File: src/swm_pkg.sv
// shared types and constants for the sliding window maximum block
// no dependencies; imported by every module of the block
`default_nettype none

package swm_pkg;

   localparam int SAMPLE_W = 32;
   localparam int WSIZE_W  = 7;

   localparam logic [WSIZE_W-1:0] WSIZE_RESET = 7'd1;

   // one deque entry as held by a cell
   typedef struct packed {
      logic                       valid;
      logic signed [SAMPLE_W-1:0] value;
   } swm_entry_type;

endpackage

`default_nettype wire

File: src/swm_cell.sv
// one cell of the deque row: holds the entry of one sample age
// depends on swm_pkg
`default_nettype none

module swm_cell
   import swm_pkg::*;
(
   input  wire logic                       clock,
   input  wire logic                       reset,
   input  wire logic                       shift_en,
   input  wire logic                       first,
   input  wire logic signed [SAMPLE_W-1:0] sample,
   input  wire logic                       expired,
   input  wire swm_entry_type              entry_in,
   output      swm_entry_type              entry_held,
   output      swm_entry_type              entry_pass
);

   logic                       valid_ff;
   logic signed [SAMPLE_W-1:0] value_ff;

   always_ff @(posedge clock) begin
      if (reset) begin
         valid_ff <= 1'b0;
      end else if (shift_en) begin
         valid_ff <= entry_in.valid;
      end
   end

   always_ff @(posedge clock) begin
      if (shift_en) begin
         value_ff <= entry_in.value;
      end
   end

   assign entry_held.valid = valid_ff;
   assign entry_held.value = value_ff;

   // survives only if still in the window, larger than the new sample and no new sequence starts
   assign entry_pass.value = value_ff;
   assign entry_pass.valid = valid_ff & ~expired & ~first & (value_ff > sample);

endmodule

`default_nettype wire

File: config.mk
export PLATFORM = sky130hd
export DESIGN_NAME = swm_cell
export DESIGN_NICKNAME = d
export VERILOG_FILES = /design/src/swm_pkg.sv /design/src/swm_cell.sv
export SDC_FILE = /design/constraint.sdc
export NUM_CORES = 1
export LEC_CHECK = 0
export BUFFER_PORTS_ARGS = -buffer_cell sky130_fd_sc_hd__buf_2
export CAP_MARGIN = 20
export CORE_MARGIN = 4
export CORE_UTILIZATION = 47
export CTS_BUF_LIST = sky130_fd_sc_hd__clkbuf_4 sky130_fd_sc_hd__clkbuf_8
export CTS_CLUSTER_SIZE = 25
export DETAILED_ROUTE_END_ITERATION = 10
export PLACE_DENSITY = 0.88
export RECOVER_POWER = 25
export SLEW_MARGIN = 20
export SYNTH_ARGS = -nofsm -noshare
export SYNTH_HDL_FRONTEND = slang
export SYNTH_SLANG_ARGS = --single-unit
File: constraint.sdc
create_clock -name clock -period 5.1 [get_ports clock]
set_input_delay 1.53 -clock clock [delete_from_list [all_inputs] [get_ports clock]]
set_output_delay 1.53 -clock clock [all_outputs]
set_load 0.01 [all_outputs]
# == Word level (Yosys, flattened, before mapping) ==
# Cells that the tools add are included.
# op_classes
order_cmp,1
bitwise,5
# op_table
op,n
greater-than comparator 32 bit,1
bitwise AND 1 bit,3
NOT 1 bit,2
# word_totals
output_inout_bits,66
reg_bits,33

# == Longest topological paths before layout ==
# logic_depth
word_depth,4
ltp_mapped,8
depth_no_buf,8

# == Worst setup path after synthesis ==
# Ideal clock, no wire load.
# synth_path
path_kind,input-to-output
startpoint,in sample[14]
endpoint,out entry_pass[32] (netlist name)
arrival_ns,2.938
path_stages,8
path_buffers,0
setup_slack_ns,0.632
path_cell_list,inv_1 -> ha_1 -> a21oi_1 -> nand2_1 -> a221o_1 -> o31ai_1 -> a21oi_1 -> nor3_2
# synth_rtl
item,line,text
"start, declared",swm_cell.sv:12,"input wire logic signed [SAMPLE_W-1:0] sample,"
"end, declared",swm_cell.sv:16,output swm_entry_type entry_pass

==> flow_metrics.env <==
export IMPL_grtUsageMet1_pct=16.91
export IMPL_wl_per_cell_um=13.09
export IMPL_fin_skew_ns=0
export IMPL_hpwlAfterDp_um=3801
export IMPL_use_met3_pct=4.139
export IMPL_clkLatencyLatePin_ns=0.27
export IMPL_dieWidth_um=74.66
export IMPL_final_cell_mix="135 x buf_2, 33 x inv_1, 32 x ha_1, 32 x edfxtp_1, 14 x a21oi_1"
export IMPL_timing_final_crit_period_ns=4.879
export IMPL_maxSlewViolCount=0
export IMPL_r2r_setup_slack_ns=4.48
export IMPL_drt_iter0_drc=21
export IMPL_final_nets=396
export IMPL_crit_path_end_kind="output pin"
export IMPL_cp_start_kind="input pin"
export IMPL_antenna_found_initial=0
export IMPL_ys_ff_latch=33
export IMPL_crit_end="entry_pass[32]"
export IMPL_grt_pass1_vias=1624
export IMPL_drc=0
export IMPL_use_met2_pct=30.34
export IMPL_drt_wl_total_um=4516
export IMPL_dieArea_um2=5573
export IMPL_initial_core_util_pct=50.39
export IMPL_regArea_um2=980.9
export IMPL_synthCells=185
export IMPL_rows=23
export IMPL_finalHoldViolCount=0
export IMPL_outcome="completed"
export IMPL_irDropWorstVdd_mv=0.1428
export IMPL_drtPass1Iterations=4
export IMPL_critical_path_class="in2out"
export IMPL_tightest_slew_ns=0.7395
export IMPL_h_tree_depth=2
export IMPL_fp_dieH_um=74.66
export IMPL_finalNonFillerCells=345
export IMPL_antenna_cells=0
export IMPL_yosysSeqAreaShare_pct=46.97
export IMPL_powerDensity_nw_per_um2=261.2
export IMPL_finalPower_mw=0.6975
export IMPL_cts_buffers=5
export IMPL_placed_cell_area_um2=2579
export IMPL_nFillCells=358
export IMPL_hold_class="reg2reg"
export IMPL_place_inst=337
export IMPL_post_cts_resized=0
export IMPL_gp_congestion=0.7600
export IMPL_post_route_util_pct=64.43
export IMPL_cts_hold_buf=0
export IMPL_syn_num_nets=287
export IMPL_async_flop_share_pct=0
export IMPL_ys_types=25
export IMPL_root_buffer="clkbuf_8"
export IMPL_syn_area_um2=2088
export IMPL_fp_coreArea_um2=4144
export IMPL_mostFrequentLayoutCell="buf_2"
export IMPL_cts_sink_count=33
export IMPL_grt_usage_pct=16.04
export IMPL_via_per_inst=4.765
export IMPL_area_growth_pct=27.86
export IMPL_timing_rr_end="valid_ff$_SDFFE_PP0P_"
export IMPL_fin_setup_tns_ns=0
export IMPL_ys_flop_type="edfxtp_1"
export IMPL_grt_max_degree=34
export IMPL_tritoncts="yes"
export IMPL_vias=1644
export IMPL_leakage_nw=1.448
export IMPL_ant_nets=0
export IMPL_stdcell_area_um2=2670
export IMPL_setup_viol=0
export IMPL_max_slew_margin_pct=50.70
export IMPL_critPathArrivalTime_ns=3.35
export IMPL_clk_pin_slew_worst_paths_ns=0.06
export IMPL_gr_max_usage_layer="met2"
export IMPL_hold_start="valid_ff$_SDFFE_PP0P_"
export IMPL_fmax_ghz=0.2050
export IMPL_synth_edf_count=32
export IMPL_cts_path_max_buffers=2
export IMPL_rsz0062_at_grt="false"
export IMPL_grt_pass1_wl_um=6693
export IMPL_period_share_pct=95.66
export IMPL_avgSynthCellArea_um2=11.29
export IMPL_ioPinCount=136
export IMPL_yosys_warnings=0
export IMPL_startpoint="sample[5]"
export IMPL_final_layout_size_suffix_gt1_share_pct=50.17
export IMPL_required_ns=3.57
export IMPL_reg2reg_from="valid_ff$_SDFFE_PP0P_"
export IMPL_drv_cap=0
export IMPL_postCtsSetupRepairBufs=0
export IMPL_crit_path_max_fanout=2
export IMPL_reg2reg_depth=2
export IMPL_portBuffers=135
export IMPL_grt_overflow_total=0
export IMPL_multi_input_area_um2=735.7
## worst max-delay path: stages
cell,delay [ns]
buf_2,0.08
inv_1,0.03
ha_1,0.31
a21oi_1,0.19
o21ai_0,0.13
a221o_1,0.32
o31ai_1,0.34
and3_1,0.23
nor3_2,0.04
buf_2,0.14
## final cells by class
| class | instances | area share, % |
|---|---|---|
| clock buffer | 8 | 3.421 |
| inverter | 33 | 4.639 |
| multi-input combinational | 86 | 27.55 |
| sequential | 33 | 36.74 |
| tap | 50 | 2.343 |
| timing repair buffer | 135 | 25.30 |
## synthesized netlist by cell type (2+ instances only)
cell type / instances / area (um^2)
nand2_1: 8 / 30.03
and4_1: 2 / 17.52
a21oi_1: 14 / 70.07
nor2_1: 3 / 11.26
nor3_2: 2 / 20.02
a21o_1: 3 / 22.52
ha_1: 32 / 400.4
edfxtp_1: 32 / 960.9
o21ai_0: 4 / 20.02
o211ai_1: 2 / 15.01
nand3_1: 2 / 10.01
buf_4: 33 / 247.7
inv_1: 33 / 123.9
nand4_1: 4 / 25.02
## metrics by stage
step,hold slack (ns),setup slack (ns)
after floorplan,0.4845,0.6323
after global routing,0.5954,0.1496
after global placement,0.5432,0.2970
final,0.5512,0.2213
after CTS,0.5585,0.2458
after detailed placement,0.5474,0.2559
## metal layers
| metal | routed length (um) | share of wire, % | up-vias |
|---|---|---|---|
| li1 | - | - | 831 |
| met1 | 1620 | 36 | 730 |
| met2 | 2401 | 53 | 79 |
| met3 | 448 | 9.9 | 4 |
| met4 | 46 | 1.0 | 0 |
| met5 | 0 | 0 | - |
## sequential cells by signal (all words and copies together) (netlist names)
| name | count |
|---|---|
| value_ff | 32 |
| valid_ff | 1 |
## cells by family after synthesis
family	after synthesis	synth area share [%]
muxes	1	0.4793
adders and majority gates	32	19.17
buffers and inverters	66	17.80
DFF	33	46.97
and+or+nand+nor	25	7.250
AOI/OAI and AO/OA	28	8.328
## how the worst min path moves through the flow
stage               cells past startpoint  slack, ns                     to
floorplan                               2       0.48  valid_ff$_SDFFE_PP0P_
CTS                                     2       0.56  valid_ff$_SDFFE_PP0P_
global placement                        2       0.54  valid_ff$_SDFFE_PP0P_
global route                            2       0.60  valid_ff$_SDFFE_PP0P_
finish                                  2       0.55  valid_ff$_SDFFE_PP0P_
detailed placement                      2       0.55  valid_ff$_SDFFE_PP0P_
## power by group
| part | total [mW] | leakage [nW] | internal [mW] | switching (mW) |
|---|---|---|---|---|
| Clock | 0.198 | 0.0498 | 0.113 | 0.0849 |
| Combinational | 0.163 | 1.08 | 0.0772 | 0.0854 |
| Sequential | 0.337 | 0.321 | 0.322 | 0.0149 |
| Total | 0.698 | 1.45 | 0.512 | 0.185 |
Power figures use the tool's default switching activity.
